`src/rtl/core/vac_pkg.sv`:
```
// Package for the valve actuator controller core.
// Holds widths, register indexes, reset values, fault bit positions and the
// request, result and configuration structs. No dependencies.
package vac_pkg;

    localparam int TIMER_BITS        = 16;
    localparam int HALF_SECOND_TICKS = 50;
    localparam int CFG_W             = 16;
    localparam int CMP_W             = (TIMER_BITS > CFG_W) ? TIMER_BITS : CFG_W;
    localparam int CFG_IDX_W         = 3;
    localparam int FAULT_W           = 10;
    localparam int NUM_TIMERS        = 9;
    localparam int TIMER_IDX_W       = 4;

    localparam logic [TIMER_BITS-1:0] TIMER_MAX = {TIMER_BITS{1'b1}};

    // Configuration register indexes
    localparam logic [CFG_IDX_W-1:0] CFG_TRAVEL_ALARM  = 3'd0;
    localparam logic [CFG_IDX_W-1:0] CFG_CIRCUIT_CHECK = 3'd1;
    localparam logic [CFG_IDX_W-1:0] CFG_NOT_MOVING    = 3'd2;
    localparam logic [CFG_IDX_W-1:0] CFG_NOT_REACHED   = 3'd3;
    localparam logic [CFG_IDX_W-1:0] CFG_PRESS         = 3'd4;
    localparam logic [CFG_IDX_W-1:0] CFG_REVERSE_BLOCK = 3'd5;
    localparam logic [CFG_IDX_W-1:0] CFG_SIM_TRAVEL    = 3'd6;
    localparam logic [CFG_IDX_W-1:0] CFG_CIRCUIT_TYPE  = 3'd7;

    localparam logic [CFG_W-1:0] RST_TRAVEL_ALARM  = 16'd1000;
    localparam logic [CFG_W-1:0] RST_CIRCUIT_CHECK = 16'd100;
    localparam logic [CFG_W-1:0] RST_NOT_MOVING    = 16'd300;
    localparam logic [CFG_W-1:0] RST_NOT_REACHED   = 16'd1000;
    localparam logic [CFG_W-1:0] RST_PRESS         = 16'd50;
    localparam logic [CFG_W-1:0] RST_REVERSE_BLOCK = 16'd100;
    localparam logic [CFG_W-1:0] RST_SIM_TRAVEL    = 16'd500;
    localparam logic             RST_CIRCUIT_TYPE  = 1'b0;

    // Local mode command codes; the fourth code changes nothing
    localparam logic [1:0] LM_ENTER = 2'd1;
    localparam logic [1:0] LM_LEAVE = 2'd2;

    // Timer slots
    localparam logic [TIMER_IDX_W-1:0] T_BLK_O = 4'd0;
    localparam logic [TIMER_IDX_W-1:0] T_BLK_C = 4'd1;
    localparam logic [TIMER_IDX_W-1:0] T_MOV_O = 4'd2;
    localparam logic [TIMER_IDX_W-1:0] T_MOV_C = 4'd3;
    localparam logic [TIMER_IDX_W-1:0] T_PRS_O = 4'd4;
    localparam logic [TIMER_IDX_W-1:0] T_PRS_C = 4'd5;
    localparam logic [TIMER_IDX_W-1:0] T_CIR_O = 4'd6;
    localparam logic [TIMER_IDX_W-1:0] T_CIR_C = 4'd7;
    localparam logic [TIMER_IDX_W-1:0] T_SIM   = 4'd8;

    // Fault flag bit positions
    localparam int F_NOMOVE_OPEN  = 0;
    localparam int F_NOMOVE_CLOSE = 1;
    localparam int F_CIRC_OPEN    = 2;
    localparam int F_CIRC_CLOSE   = 3;
    localparam int F_NOT_OPENED   = 4;
    localparam int F_NOT_CLOSED   = 5;
    localparam int F_JAM_OPEN     = 6;
    localparam int F_JAM_CLOSE    = 7;
    localparam int F_SW_CONFLICT  = 8;
    localparam int F_CLUTCH       = 9;

    typedef struct packed {
        logic [CFG_W-1:0] travel_alarm_ticks;
        logic [CFG_W-1:0] circuit_check_ticks;
        logic [CFG_W-1:0] not_moving_ticks;
        logic [CFG_W-1:0] not_reached_ticks;
        logic [CFG_W-1:0] press_ticks;
        logic [CFG_W-1:0] reverse_block_ticks;
        logic [CFG_W-1:0] sim_travel_ticks;
        logic             circuit_type;
    } t_cfg;

    typedef struct packed {
        logic       lim_open;
        logic       lim_closed;
        logic       ctl_open_ok;
        logic       ctl_close_ok;
        logic       clutch_fault;
        logic       auto_open;
        logic       auto_close;
        logic       btn_open;
        logic       btn_close;
        logic [1:0] local_mode_cmd;
        logic       simulate;
        logic       output_ban;
    } t_item;

    typedef struct packed {
        logic               drive_open;
        logic               drive_close;
        logic               remote_ban;
        logic               local_mode;
        logic [FAULT_W-1:0] fault_flags;
        logic               any_fault;
        logic               sim_lim_open;
        logic               sim_lim_closed;
        logic               sim_ctl_open;
        logic               sim_ctl_close;
    } t_result;

    // timer >= limit, compared at a common width
    function automatic logic ticks_ge(input logic [TIMER_BITS-1:0] t,
                                      input logic [CFG_W-1:0] lim);
        ticks_ge = CMP_W'(t) >= CMP_W'(lim);
    endfunction

endpackage

```
`src/rtl/core/vac_cfg_regs.sv`:
```
// Configuration register file of the valve actuator controller.
// Depends on vac_pkg.
module vac_cfg_regs import vac_pkg::*; (
    input  logic                 i_clk,
    input  logic                 i_rst_n,
    input  logic                 i_wr,
    input  logic [CFG_IDX_W-1:0] i_index,
    input  logic [CFG_W-1:0]     i_data,
    output t_cfg                 o_cfg
);

    t_cfg r_cfg;
    t_cfg n_cfg;

    always_comb begin
        n_cfg = r_cfg;
        if (i_wr) begin
            case (i_index)
                CFG_TRAVEL_ALARM:  n_cfg.travel_alarm_ticks  = i_data;
                CFG_CIRCUIT_CHECK: n_cfg.circuit_check_ticks = i_data;
                CFG_NOT_MOVING:    n_cfg.not_moving_ticks    = i_data;
                CFG_NOT_REACHED:   n_cfg.not_reached_ticks   = i_data;
                CFG_PRESS:         n_cfg.press_ticks         = i_data;
                CFG_REVERSE_BLOCK: n_cfg.reverse_block_ticks = i_data;
                CFG_SIM_TRAVEL:    n_cfg.sim_travel_ticks    = i_data;
                CFG_CIRCUIT_TYPE:  n_cfg.circuit_type        = i_data[0];
                default:           n_cfg = r_cfg;
            endcase
        end
    end

    always_ff @(posedge i_clk) begin
        if (!i_rst_n) begin
            r_cfg.travel_alarm_ticks  <= RST_TRAVEL_ALARM;
            r_cfg.circuit_check_ticks <= RST_CIRCUIT_CHECK;
            r_cfg.not_moving_ticks    <= RST_NOT_MOVING;
            r_cfg.not_reached_ticks   <= RST_NOT_REACHED;
            r_cfg.press_ticks         <= RST_PRESS;
            r_cfg.reverse_block_ticks <= RST_REVERSE_BLOCK;
            r_cfg.sim_travel_ticks    <= RST_SIM_TRAVEL;
            r_cfg.circuit_type        <= RST_CIRCUIT_TYPE;
        end else begin
            r_cfg <= n_cfg;
        end
    end

    assign o_cfg = r_cfg;

endmodule

```
`src/rtl/core/vac_timer.sv`:
```
// Saturating tick timer with limit compare; clears when not running.
// Depends on vac_pkg.
module vac_timer import vac_pkg::*; (
    input  logic                  i_clk,
    input  logic                  i_rst_n,
    input  logic                  i_en,
    input  logic                  i_run,
    input  logic [CFG_W-1:0]      i_limit,
    output logic                  o_done,
    output logic [TIMER_BITS-1:0] o_count
);

    logic [TIMER_BITS-1:0] r_cnt;
    logic [TIMER_BITS-1:0] n_cnt;

    always_comb begin
        if (!i_run) begin
            n_cnt  = '0;
            o_done = 1'b0;
        end else if (!ticks_ge(r_cnt, i_limit)) begin
            n_cnt  = (r_cnt == TIMER_MAX) ? r_cnt : r_cnt + TIMER_BITS'(1);
            o_done = 1'b0;
        end else begin
            n_cnt  = r_cnt;
            o_done = 1'b1;
        end
    end

    always_ff @(posedge i_clk) begin
        if (!i_rst_n) begin
            r_cnt <= '0;
        end else if (i_en) begin
            r_cnt <= n_cnt;
        end
    end

    // value after this tick's update
    assign o_count = n_cnt;

endmodule

```
`src/rtl/core/vac_step.sv`:
```
// Per-tick control logic: command latches, timers, drive, faults, simulation.
// Depends on vac_pkg and vac_timer.
module vac_step import vac_pkg::*; (
    input  logic    i_clk,
    input  logic    i_rst_n,
    input  logic    i_en,
    input  t_item   i_item,
    input  t_cfg    i_cfg,
    output t_result o_result
);

    logic               r_man_open, n_man_open;
    logic               r_auto_open, n_auto_open;
    logic [1:0]         r_prev_auto;
    logic               r_local, n_local;
    logic               r_prev_sim;
    logic               r_drv_o, r_drv_c;
    logic [FAULT_W-1:0] r_fault, n_fault;
    logic               r_jam_o, n_jam_o, r_jam_c, n_jam_c;
    logic               r_sim_lo, r_sim_lc, r_sim_co, r_sim_cc;
    logic               n_sim_lo, n_sim_lc, n_sim_co, n_sim_cc;

    logic                  tm_run  [NUM_TIMERS];
    logic [CFG_W-1:0]      tm_lim  [NUM_TIMERS];
    logic                  tm_en   [NUM_TIMERS];
    logic                  tm_done [NUM_TIMERS];
    logic [TIMER_BITS-1:0] tm_cnt  [NUM_TIMERS];

    logic [1:0] auto_now;
    logic       lo, lc, co, cc, use_sim, open;
    logic       rep_on, rep_of, nm_on, nm_of, n_on, n_of;
    logic       jl_o, jl_c, jam_o, jam_c, do_on, do_of, kv;
    logic       half_gone;

    genvar g;
    generate
        for (g = 0; g < NUM_TIMERS; g++) begin : g_tmr
            vac_timer u_timer (
                .i_clk   (i_clk),
                .i_rst_n (i_rst_n),
                .i_en    (tm_en[g]),
                .i_run   (tm_run[g]),
                .i_limit (tm_lim[g]),
                .o_done  (tm_done[g]),
                .o_count (tm_cnt[g])
            );
        end
    endgenerate

    always_comb begin
        use_sim  = i_item.simulate & r_prev_sim;
        lo       = use_sim ? r_sim_lo : i_item.lim_open;
        lc       = use_sim ? r_sim_lc : i_item.lim_closed;
        co       = use_sim ? r_sim_co : i_item.ctl_open_ok;
        cc       = use_sim ? r_sim_cc : i_item.ctl_close_ok;
        auto_now = {i_item.auto_close, i_item.auto_open};

        // local mode: command first, then any auto command change leaves it
        if (i_item.local_mode_cmd == LM_ENTER) begin
            n_local = 1'b1;
        end else if (i_item.local_mode_cmd == LM_LEAVE) begin
            n_local = 1'b0;
        end else begin
            n_local = r_local;
        end
        if (auto_now != r_prev_auto) begin
            n_local = 1'b0;
        end

        if (!r_man_open) begin
            n_man_open = (!n_local & i_item.auto_open) | i_item.btn_open;
        end else begin
            n_man_open = !((!n_local & i_item.auto_close) | i_item.btn_close);
        end
        if (!r_auto_open) begin
            n_auto_open = !n_local & i_item.auto_open;
        end else begin
            n_auto_open = !(!n_local & i_item.auto_close);
        end
        open = n_local ? n_man_open : n_auto_open;

        tm_run[T_BLK_O] = !r_drv_o;
        tm_lim[T_BLK_O] = i_cfg.reverse_block_ticks;
        tm_run[T_BLK_C] = !r_drv_c;
        tm_lim[T_BLK_C] = i_cfg.reverse_block_ticks;
        rep_on = tm_done[T_BLK_O] & i_item.btn_open
               & (r_fault[F_NOT_OPENED] | r_fault[F_NOMOVE_OPEN] | r_fault[F_JAM_OPEN]);
        rep_of = tm_done[T_BLK_C] & i_item.btn_close
               & (r_fault[F_NOT_CLOSED] | r_fault[F_NOMOVE_CLOSE] | r_fault[F_JAM_CLOSE]);

        tm_run[T_MOV_O] = open & !rep_on;
        tm_lim[T_MOV_O] = i_cfg.travel_alarm_ticks;
        tm_run[T_MOV_C] = !open & !rep_of;
        tm_lim[T_MOV_C] = i_cfg.travel_alarm_ticks;

        nm_on = open & lc & ticks_ge(tm_cnt[T_MOV_O], i_cfg.not_moving_ticks);
        nm_of = !open & lo & ticks_ge(tm_cnt[T_MOV_C], i_cfg.not_moving_ticks);
        n_on  = open & !lo & ticks_ge(tm_cnt[T_MOV_O], i_cfg.not_reached_ticks)
              & !r_fault[F_JAM_OPEN];
        n_of  = !open & !lc & ticks_ge(tm_cnt[T_MOV_C], i_cfg.not_reached_ticks)
              & !r_fault[F_JAM_CLOSE];

        tm_run[T_PRS_O] = open & lo;
        tm_lim[T_PRS_O] = i_cfg.press_ticks;
        tm_run[T_PRS_C] = !open & lc;
        tm_lim[T_PRS_C] = i_cfg.press_ticks;

        // jam: limit lost after the press and travel time both ran out
        jl_o    = r_jam_o | (open & tm_done[T_PRS_O] & tm_done[T_MOV_O]);
        jam_o   = open & !lo & jl_o;
        n_jam_o = open & jl_o;
        jl_c    = r_jam_c | (!open & tm_done[T_PRS_C] & tm_done[T_MOV_C]);
        jam_c   = !open & !lc & jl_c;
        n_jam_c = !open & jl_c;

        do_on = open & !tm_done[T_PRS_O] & !tm_done[T_MOV_O] & !i_item.output_ban;
        do_of = !open & !tm_done[T_PRS_C] & !tm_done[T_MOV_C] & !i_item.output_ban;

        kv = lo & lc;

        tm_lim[T_CIR_O] = i_cfg.circuit_check_ticks;
        tm_lim[T_CIR_C] = i_cfg.circuit_check_ticks;
        if (i_cfg.circuit_type) begin
            tm_run[T_CIR_O] = !co;
            tm_run[T_CIR_C] = !cc;
        end else begin
            tm_run[T_CIR_O] = (co & do_on) | (!co & !do_on & !do_of);
            tm_run[T_CIR_C] = (cc & do_of) | (!cc & !do_of & !do_on);
        end

        tm_run[T_SIM] = do_on | do_of;
        tm_lim[T_SIM] = i_cfg.sim_travel_ticks;
        half_gone = CMP_W'(tm_cnt[T_SIM]) >= CMP_W'(HALF_SECOND_TICKS);

        // simulated switches; on entry both limits follow the auto latch
        n_sim_lo = r_prev_sim ? lo : n_auto_open;
        n_sim_lc = r_prev_sim ? lc : !n_auto_open;
        n_sim_co = 1'b1;
        n_sim_cc = 1'b1;
        if (do_on) begin
            if (!i_cfg.circuit_type) begin
                n_sim_co = 1'b0;
            end
            if (half_gone) begin
                n_sim_lc = 1'b0;
            end
            if (tm_done[T_SIM]) begin
                n_sim_lo = 1'b1;
            end
        end
        if (do_of) begin
            if (!i_cfg.circuit_type) begin
                n_sim_cc = 1'b0;
            end
            if (half_gone) begin
                n_sim_lo = 1'b0;
            end
            if (tm_done[T_SIM]) begin
                n_sim_lc = 1'b1;
            end
        end

        for (int k = 0; k < NUM_TIMERS; k++) begin
            tm_en[k] = i_en;
        end
        // the simulation timer holds while not simulating
        tm_en[T_SIM] = i_en & i_item.simulate;

        n_fault = '0;
        n_fault[F_NOMOVE_OPEN]  = nm_on;
        n_fault[F_NOMOVE_CLOSE] = nm_of;
        n_fault[F_CIRC_OPEN]    = tm_done[T_CIR_O];
        n_fault[F_CIRC_CLOSE]   = tm_done[T_CIR_C];
        n_fault[F_NOT_OPENED]   = n_on;
        n_fault[F_NOT_CLOSED]   = n_of;
        n_fault[F_JAM_OPEN]     = jam_o;
        n_fault[F_JAM_CLOSE]    = jam_c;
        n_fault[F_SW_CONFLICT]  = kv;
        n_fault[F_CLUTCH]       = i_item.clutch_fault;

        o_result.drive_open     = do_on;
        o_result.drive_close    = do_of;
        o_result.remote_ban     = i_item.auto_open | i_item.auto_close;
        o_result.local_mode     = n_local;
        o_result.fault_flags    = n_fault;
        o_result.any_fault      = |n_fault;
        o_result.sim_lim_open   = i_item.simulate & n_sim_lo;
        o_result.sim_lim_closed = i_item.simulate & n_sim_lc;
        o_result.sim_ctl_open   = i_item.simulate & n_sim_co;
        o_result.sim_ctl_close  = i_item.simulate & n_sim_cc;
    end

    always_ff @(posedge i_clk) begin
        if (!i_rst_n) begin
            r_man_open  <= 1'b0;
            r_auto_open <= 1'b0;
            r_prev_auto <= '0;
            r_local     <= 1'b0;
            r_prev_sim  <= 1'b0;
            r_drv_o     <= 1'b0;
            r_drv_c     <= 1'b0;
            r_fault     <= '0;
            r_jam_o     <= 1'b0;
            r_jam_c     <= 1'b0;
            r_sim_lo    <= 1'b0;
            r_sim_lc    <= 1'b0;
            r_sim_co    <= 1'b0;
            r_sim_cc    <= 1'b0;
        end else if (i_en) begin
            r_man_open  <= n_man_open;
            r_auto_open <= n_auto_open;
            r_prev_auto <= auto_now;
            r_local     <= n_local;
            r_prev_sim  <= i_item.simulate;
            r_drv_o     <= do_on;
            r_drv_c     <= do_of;
            r_fault     <= n_fault;
            r_jam_o     <= n_jam_o;
            r_jam_c     <= n_jam_c;
            if (i_item.simulate) begin
                r_sim_lo <= n_sim_lo;
                r_sim_lc <= n_sim_lc;
                r_sim_co <= n_sim_co;
                r_sim_cc <= n_sim_cc;
            end
        end
    end

endmodule

```
`src/rtl/core/valve_actuator_controller_core.sv`:
```
// Valve actuator controller core: one scan tick per request.
// A request passes through the input register, then the result register.
// Throughput: one request per cycle while the result channel does not stall,
// set by the state update in vac_step. Synchronous active-low reset clears
// all timers, latches and flags and loads configuration defaults.
// Depends on vac_pkg, vac_cfg_regs, vac_step.
module valve_actuator_controller_core import vac_pkg::*; (
    input  logic                 i_clk,
    input  logic                 i_rst_n,
    // request channel
    input  logic                 i_valid,
    output logic                 o_stall,
    input  logic                 i_lim_open,
    input  logic                 i_lim_closed,
    input  logic                 i_ctl_open_ok,
    input  logic                 i_ctl_close_ok,
    input  logic                 i_clutch_fault,
    input  logic                 i_auto_open,
    input  logic                 i_auto_close,
    input  logic                 i_btn_open,
    input  logic                 i_btn_close,
    input  logic [1:0]           i_local_mode_cmd,
    input  logic                 i_simulate,
    input  logic                 i_output_ban,
    // result channel
    output logic                 o_valid,
    input  logic                 i_stall,
    output logic                 o_drive_open,
    output logic                 o_drive_close,
    output logic                 o_remote_ban,
    output logic                 o_local_mode,
    output logic [FAULT_W-1:0]   o_fault_flags,
    output logic                 o_any_fault,
    output logic                 o_sim_lim_open,
    output logic                 o_sim_lim_closed,
    output logic                 o_sim_ctl_open,
    output logic                 o_sim_ctl_close,
    // configuration write
    input  logic                 i_cfg_valid,
    output logic                 o_cfg_ready,
    input  logic [CFG_IDX_W-1:0] i_cfg_index,
    input  logic [CFG_W-1:0]     i_cfg_data
);

    t_item   r_in;
    logic    r_in_valid;
    t_result r_out;
    logic    r_out_valid;
    t_cfg    cfg;
    t_result step_res;
    logic    advance;
    logic    accept;

    assign o_cfg_ready = 1'b1;

    vac_cfg_regs u_cfg (
        .i_clk   (i_clk),
        .i_rst_n (i_rst_n),
        .i_wr    (i_cfg_valid & o_cfg_ready),
        .i_index (i_cfg_index),
        .i_data  (i_cfg_data),
        .o_cfg   (cfg)
    );

    // held request moves into the result register when that one is free
    assign advance = r_in_valid & (!r_out_valid | !i_stall);
    assign o_stall = r_in_valid & !advance;
    assign accept  = i_valid & !o_stall;

    vac_step u_step (
        .i_clk    (i_clk),
        .i_rst_n  (i_rst_n),
        .i_en     (advance),
        .i_item   (r_in),
        .i_cfg    (cfg),
        .o_result (step_res)
    );

    always_ff @(posedge i_clk) begin
        if (!i_rst_n) begin
            r_in_valid  <= 1'b0;
            r_out_valid <= 1'b0;
        end else begin
            if (accept) begin
                r_in_valid <= 1'b1;
            end else if (advance) begin
                r_in_valid <= 1'b0;
            end
            if (advance) begin
                r_out_valid <= 1'b1;
            end else if (!i_stall) begin
                r_out_valid <= 1'b0;
            end
        end
    end

    always_ff @(posedge i_clk) begin
        if (accept) begin
            r_in.lim_open       <= i_lim_open;
            r_in.lim_closed     <= i_lim_closed;
            r_in.ctl_open_ok    <= i_ctl_open_ok;
            r_in.ctl_close_ok   <= i_ctl_close_ok;
            r_in.clutch_fault   <= i_clutch_fault;
            r_in.auto_open      <= i_auto_open;
            r_in.auto_close     <= i_auto_close;
            r_in.btn_open       <= i_btn_open;
            r_in.btn_close      <= i_btn_close;
            r_in.local_mode_cmd <= i_local_mode_cmd;
            r_in.simulate       <= i_simulate;
            r_in.output_ban     <= i_output_ban;
        end
        if (advance) begin
            r_out <= step_res;
        end
    end

    assign o_valid          = r_out_valid;
    assign o_drive_open     = r_out.drive_open;
    assign o_drive_close    = r_out.drive_close;
    assign o_remote_ban     = r_out.remote_ban;
    assign o_local_mode     = r_out.local_mode;
    assign o_fault_flags    = r_out.fault_flags;
    assign o_any_fault      = r_out.any_fault;
    assign o_sim_lim_open   = r_out.sim_lim_open;
    assign o_sim_lim_closed = r_out.sim_lim_closed;
    assign o_sim_ctl_open   = r_out.sim_ctl_open;
    assign o_sim_ctl_close  = r_out.sim_ctl_close;

endmodule
```
`config.mk`:
```
export PLATFORM = sky130hd
export DESIGN_NAME = valve_actuator_controller_core
export DESIGN_NICKNAME = d
export VERILOG_FILES = /design/src/rtl/core/vac_pkg.sv /design/src/rtl/core/vac_cfg_regs.sv /design/src/rtl/core/vac_timer.sv /design/src/rtl/core/vac_step.sv /design/src/rtl/core/valve_actuator_controller_core.sv
export SDC_FILE = /design/constraint.sdc
export NUM_CORES = 1
export LEC_CHECK = 0
export BUFFER_PORTS_ARGS = -buffer_cell sky130_fd_sc_hd__buf_2
export CORE_MARGIN = 5
export CORE_UTILIZATION = 25
export CTS_BUF_LIST = sky130_fd_sc_hd__clkbuf_16
export DETAILED_ROUTE_END_ITERATION = 10
export PLACE_DENSITY = 0.41
export RECOVER_POWER = 25
export SYNTH_ARGS = -nofsm -noshare
export SYNTH_HDL_FRONTEND = slang
export SYNTH_SLANG_ARGS = --single-unit
```
`constraint.sdc`:
```
create_clock -name i_clk -period 6.1 [get_ports i_clk]
set_clock_uncertainty 0.2 [all_clocks]
set_input_delay 0.61 -clock i_clk [delete_from_list [all_inputs] [get_ports i_clk]]
set_output_delay 0.61 -clock i_clk [all_outputs]
set_load 0.02 [all_outputs]
```
==> impl_metrics.tcl, run 1 <==
set metrics [dict create \
    status "complete, but fails checks" \
    violations "max-capacitance violations, max-slew violations" \
    rows 100 \
    powerDensity_nw_per_um2 229 \
    drt_pass1_iterations 5 \
    die_h_um 285 \
    drc 0 \
    core-area_sq_um 74600 \
    hold_depth 3 \
    antenna_found_initial 7 \
    clock_path_buffers 3 \
    mappedNetlistArea_sq_um 18800 \
    ir_worst_vdd_mv 0.148 \
    r2r_slack_ps 550 \
    dp_hpwl_um 46900 \
    finalCriticalPeriod_ps 5550 \
    hold_class "input port to register" \
    arrival_ps 5660 \
    pre_cts_slack_ps 764 \
    ff_latch_area_sq_um 6550 \
    grt_max_degree 74 \
    worstReg2RegStart "u_step.g_tmr[3].u_timer.r_cnt[4]" \
    crit_path_max_fanout 11 \
    wl_per_cell_um 18.8 \
    cts_setup_buffers 0 \
    cts_root_buffer "clkbuf_16" \
    grt_pass1_vias 16294 \
    post_drt_via_cell_ratio 4.97 \
    r2r-end "o_any_fault" \
    hold_viol 0 \
    cts-resized-gates 0 \
    cts_sinks 311 \
    yosys-top-cells-count "nand2_1 (360), dfxtp_1 (279), a21oi_1 (244)" \
    multi_input_area_sq_um 11300 \
    max_clock_freq_mhz 180 \
    synth_most_common_cell "nand2_1" \
    first_iter_violations 1149 \
    synth_top_cell_area_share_pct 29.6 \
    synth_cells 2334 \
    finalSetupTns_ps 0 \
    path_class "register to register" \
    io_pins 59 \
    ys_seq_elements 311 \
    worstHoldEndpoint "r_in_valid" \
    n_fill_cell 8011 \
    clk_latency_ps 590 \
    synth_largest_area_cell "dfxtp_1" \
    path_clk_slew_ps 60 \
    fin_crit_sh_pct 91.0 \
    syn_nets 2588 \
    yosysSeqAreaShare_pct 34.7 \
    h-tree-depth 2 \
    num_vias 16821 \
    cts_tree "built" \
    required_ps 6210 \
    reg2reg_depth 18 \
    hold_start "i_valid" \
    ys_top_cells_by_area "dfxtp_1 (30%), ha_1 (14%), nand2_1 (7.2%)" \
    layout.nets 2635 \
    p_leak_nw 8.35 \
    ant_nets 0 \
    finalMaxSlewViolations 107 \
    numCtsBuffers 41 \
    io_buffer_count 57 \
    grt.total_usage_pct 15.2 \
    start_util_pct 25.3 \
    rsz0062_at_grt "no" \
    worst_slack_ps 550 \
    async_flop_share_pct 0 \
    relSlewSlack_pct -60.3 \
    synth-edff-count 32 \
    end_kind "register" \
    grt_pass1_wl_um 97100 \
    start_kind "register" \
    die_area_sq_um 81000 \
    place.gp.congestion 0.870 \
    worst_pin_slew_ps 2400 \
    cap_violations 3 \
    syn_avg_cell_area_sq_um 8.07 \
    area_delta_synth_final_pct 14.6 \
    grt-ovfl-total 0 \
    dieWidth_um 285 \
    ys.flop_type "dfxtp_1" \
    drive_above_1_share_pct 6.92 \
    ys_types 81 \
    drt-total-wl_um 63700 \
    finalSetupViolCount 0 \
    ys_warn_count 0 \
]
==> power breakdown <==
group / internal, mW / switching [mW] / leakage [nW]
registers: 2.11 / 0.0294 / 2.56
clock network: 1.42 / 0.997 / 0.681
logic: 0.111 / 0.276 / 5.11
==> what timing repair did <==
| action | CTS | global route |
|---|---|---|
| setup endpoints to repair | 0 | 0 |
| hold endpoints to repair | 13 | 0 |
| hold buffers | 13 | 0 |
==> cells by family after synthesis <==
logic type / synth area share, %
AOI/OAI and AO/OA: 18.8
xor gates and xnor gates: 3.15
adders and majority gates: 14.4
buffers and inverters: 5.25
DFF: 34.7
muxes: 0.996
other: 0.0199
and+or+nand+nor: 22.6
==> flip-flops by register name, indices dropped and copies added, names as in the netlist, 2 cells and up <==
| register | count |
|---|---|
| r_in | 13 |
| u_step.r_prev_auto | 2 |
| u_cfg.o_cfg | 113 |
| o_fault_flags | 10 |
| u_step.g_tmr.u_timer.r_cnt | 144 |
| u_step.r_fault | 6 |
==> worst max-delay path, cell delays in order, from the launching register on <==
cell	delay, ps
dfxtp_1	590
ha_1	320
o21ai_0	190
a21oi_1	80
or2_2	290
a31oi_2	290
and2_1	430
and3_1	400
nand3_1	190
xor2_1	200
nor2_1	190
ha_1	280
and4_1	210
a22o_1	190
a2111oi_0	550
o311a_1	280
nor4_1	80
nor3_1	220
nand2_1	80
==> layout by cell type (no fill, tap or decap), types with 23 or more instances in the layout <==
master | synthesis | layout
nand2_1 | 360 | 359
dfxtp_1 | 279 | 279
a21oi_1 | 244 | 244
ha_1 | 217 | 217
inv_1 | 156 | 161
nor2_1 | 145 | 145
o21ai_0 | 107 | 108
nand3_1 | 76 | 76
nor3_1 | 58 | 58
o211ai_1 | 44 | 44
or3_1 | 43 | 43
buf_2 | 10 | 43
clkbuf_16 | 0 | 42
nand4_1 | 39 | 39
a21o_1 | 36 | 36
xor2_1 | 33 | 33
a211oi_1 | 33 | 33
xnor2_1 | 33 | 33
and3_1 | 32 | 32
edfxtp_1 | 32 | 32
nand2b_1 | 23 | 23
==> routing by layer <==
| layer | routed length, um | share of wire (%) | vias up | track usage (%) |
|---|---|---|---|---|
| met5 | 0 | 0 | - | 0 |
| met4 | 2030 | 3.2 | 0 | 5.43 |
| met3 | 3120 | 4.9 | 94 | 2.11 |
| met2 | 27800 | 44 | 378 | 24.1 |
| met1 | 30800 | 48 | 7961 | 21.3 |
| li1 | - | - | 8388 | - |
==> how the worst max path moves through the flow <==
stage | start | to | cells past startpoint
floorplan | u_cfg.o_cfg[102] | o_any_fault | 20
global placement | u_cfg.o_cfg[102] | o_any_fault | 20
detailed placement | u_step.g_tmr[3].u_timer.r_cnt[5] | o_any_fault | 18
CTS | u_step.g_tmr[3].u_timer.r_cnt[4] | o_any_fault | 18
global route | u_step.g_tmr[3].u_timer.r_cnt[5] | o_any_fault | 18
finish | u_step.g_tmr[3].u_timer.r_cnt[4] | o_any_fault | 18
==> final cells by class <==
cell class	instances	share of cell area [%]
Antenna cell	3	0.0348
Clock buffer	42	4.87
Clock inverter	33	1.31
Inverter	157	2.74
Multi-Input combinational cell	1771	52.4
Sequential cell	311	30.3
Tap cell	969	5.61
Timing Repair Buffer	99	2.73
==> through the flow <==
stage | power, mW | cell area, sq um | hold WS, ps | std cells | util (%)
after detailed placement | 2.56 | 20200 | 246 | 3294 | 27.1
final | 4.94 | 21600 | 79.0 | 3385 | 29.0
after CTS | 5.04 | 21600 | 47.4 | 3382 | 29.0
after global routing | 5.15 | 21600 | 65.2 | 3382 | 29.0
after global placement | 2.56 | 20200 | 241 | 3294 | 27.1
after floorplan | 2.40 | 18800 | 218 | 2334 | -
Note: power is estimated with default switching activity, not from simulation.
==> run 2, diff against run 1 <==
--- a/config.mk
+++ b/config.mk
@@ -7,10 +7,11 @@
 export LEC_CHECK = 0
 export BUFFER_PORTS_ARGS = -buffer_cell sky130_fd_sc_hd__buf_2
 export CORE_MARGIN = 5
-export CORE_UTILIZATION = 25
+export CORE_UTILIZATION = 59
 export CTS_BUF_LIST = sky130_fd_sc_hd__clkbuf_16
 export DETAILED_ROUTE_END_ITERATION = 10
-export PLACE_DENSITY = 0.41
+export HOLD_SLACK_MARGIN = 0.15
+export PLACE_DENSITY = 0.78
 export RECOVER_POWER = 25
 export SYNTH_ARGS = -nofsm -noshare
 export SYNTH_HDL_FRONTEND = slang
==> run 2 against run 1 <==
The flow still finishes with violations (max-capacitance violations, max-slew violations). Critical endpoint unchanged. Register-to-register slack improved by 180 ps. Wire length fell by 16%. Clock power fell by 8.7%. Die area fell by 56%. Worst hold slack improved by 170 ps. Utilization rose by 37 points. Maximum frequency rose by 3.3%. Sequential share of layout area rose by 1.3 points. First-iteration DRC count rose by 30%. Flip-flop and latch count did not move. Sequential power barely moved. Critical path type unchanged.
==> impl_metrics.tcl, run 2 (same netlist as run 1, synthesis figures left out) <==
set metrics [dict create \
    status "complete, but fails checks" \
    violations "max-capacitance violations, max-slew violations" \
    start_kind "register" \
    clockPowerShare_pct 46.9 \
    drt_pass1_iterations 8 \
    pre_cts_slack_ps 786 \
    largest_reg_flops 144 \
    clk_latency_ps 530 \
    p_comb_share_pct 7.8 \
    n_fill_cell 2648 \
    grt_pass1_wl_um 86000 \
    finalSetupTns_ps 0 \
    cts_sinks 311 \
    post_drt_via_cell_ratio 6.22 \
    power_frac_seq_pct 45.3 \
    wl_per_cell_um 19.2 \
    num_vias 17404 \
    core-area_sq_um 31600 \
    p_leak_nw 8.23 \
    hold_viol 0 \
    layout.nets 2623 \
    antenna_found_initial 2 \
    cap_violations 2 \
    ir_worst_vdd_mv 0.200 \
    dieWidth_um 189 \
    drc 0 \
    p_sw_mw 1.20 \
    grt_max_degree 78 \
    die_h_um 189 \
    io_buffer_count 57 \
    path_class "register to register" \
    switching_share_pct 25.4 \
    finalCriticalPeriod_ps 5370 \
    rsz0062_at_grt "no" \
    arrival_ps 5450 \
    final_common_cell "nand2_1" \
    finalMaxSlewViolations 64 \
    drive_above_1_share_pct 6.14 \
    end_kind "register" \
    cts_tree "built" \
    die_area_sq_um 35600 \
    grt_pass1_vias 16658 \
    final_cell_mix "nand2_1 (360), dfxtp_1 (279), a21oi_1 (244)" \
    cts_root_buffer "clkbuf_16" \
    hold_class "input port to register" \
    io_pins 59 \
    fin_crit_sh_pct 88.1 \
    required_ps 6180 \
    worst_pin_slew_ps 1860 \
    top_register "u_step.g_tmr.u_timer.r_cnt" \
    total_power_mw 4.71 \
    rows 65 \
    worst_slack_ps 727 \
    drt-total-wl_um 53700 \
    p_int_mw 3.51 \
    powerDensity_nw_per_um2 227 \
    place.gp.congestion 0.955 \
    dp_hpwl_um 38200 \
    ant_nets 0 \
    start_util_pct 59.7 \
    area_delta_synth_final_pct 9.88 \
    h-tree-depth 2 \
    max_clock_freq_mhz 186 \
    finalSetupViolCount 0 \
    grt.total_usage_pct 29.4 \
    clock_path_buffers 3 \
    first_iter_violations 1491 \
    path_clk_slew_ps 60 \
    crit_path_max_fanout 6 \
    numCtsBuffers 38 \
    grt-ovfl-total 0 \
    antenna_cells 0 \
    fin_util_pct 65.6 \
    relSlewSlack_pct -23.9 \
]
-- run 2: final timing paths --
kind / startpoint / end / slack, ps / cells past startpoint
setup / recovery: u_cfg.o_cfg[102] / o_any_fault / 730 / 20
hold / removal: i_cfg_data[15] / u_cfg.o_cfg[64] / 250 / 3
setup reg to reg: u_cfg.o_cfg[102] / o_any_fault / 730 / 20
hold reg to reg: u_cfg.o_cfg[18] / u_cfg.o_cfg[18] / 250 / 2
-- run 2: metal layers --
metal	track usage, %	vias to the layer above	share of wire (%)
met5	0	-	0.054
met4	13.7	4	5.2
met3	4.21	161	7.5
met2	47.8	690	45
met1	38.8	8186	42
li1	-	8363	-
-- run 2: cell type report --
type	instances	area, sq um	share of cell area [%]
Clock buffer	39	976	4.71
Clock inverter	28	235	1.14
Inverter	157	592	2.86
Multi-Input combinational cell	1771	11300	54.7
Sequential cell	311	6550	31.6
Tap cell	402	503	2.43
Timing Repair Buffer	90	529	2.56
-- run 2: per-stage QoR --
stage	cell area [sq um]	cells	hold WS, ps
after floorplan	18800	2334	218
after global placement	19400	2716	243
after detailed placement	19400	2716	247
after CTS	20800	2798	223
after global routing	20700	2798	233
final	20700	2798	249
-- run 2: power by group through the flow --
stage	registers [mW]	clock network, mW	logic (mW)
6_report	2.13	2.21	0.367
4_1_cts	2.13	2.23	0.362
3_3_place_gp	2.17	0	0.343
3_5_place_dp	2.18	0	0.352
5_1_grt	2.14	2.32	0.400
2_1_floorplan	2.17	0	0.224
-- run 2: worst max-delay path: stages, from the launching register on --
cell and delay (ps):
dfxtp_1 320, inv_1 70, ha_1 320, a2111oi_0 480, o21ai_0 160, a211oi_1 400
o31ai_2 210, a41o_1 300, nor2_1 390, nand3_1 190, xor2_1 170, nor2_1 160
ha_1 270, and4_1 210, a2111oi_0 420, nand2_1 160, nor3_1 130, o21ai_0 90
and3_1 200, nor3_1 200, nand2_1 70
-- run 2: repair_timing --
item	CTS	global route
hold buffers	15	0
resized for setup	0	0
buffers inserted	0	0
endpoints found under the hold margin	15	0
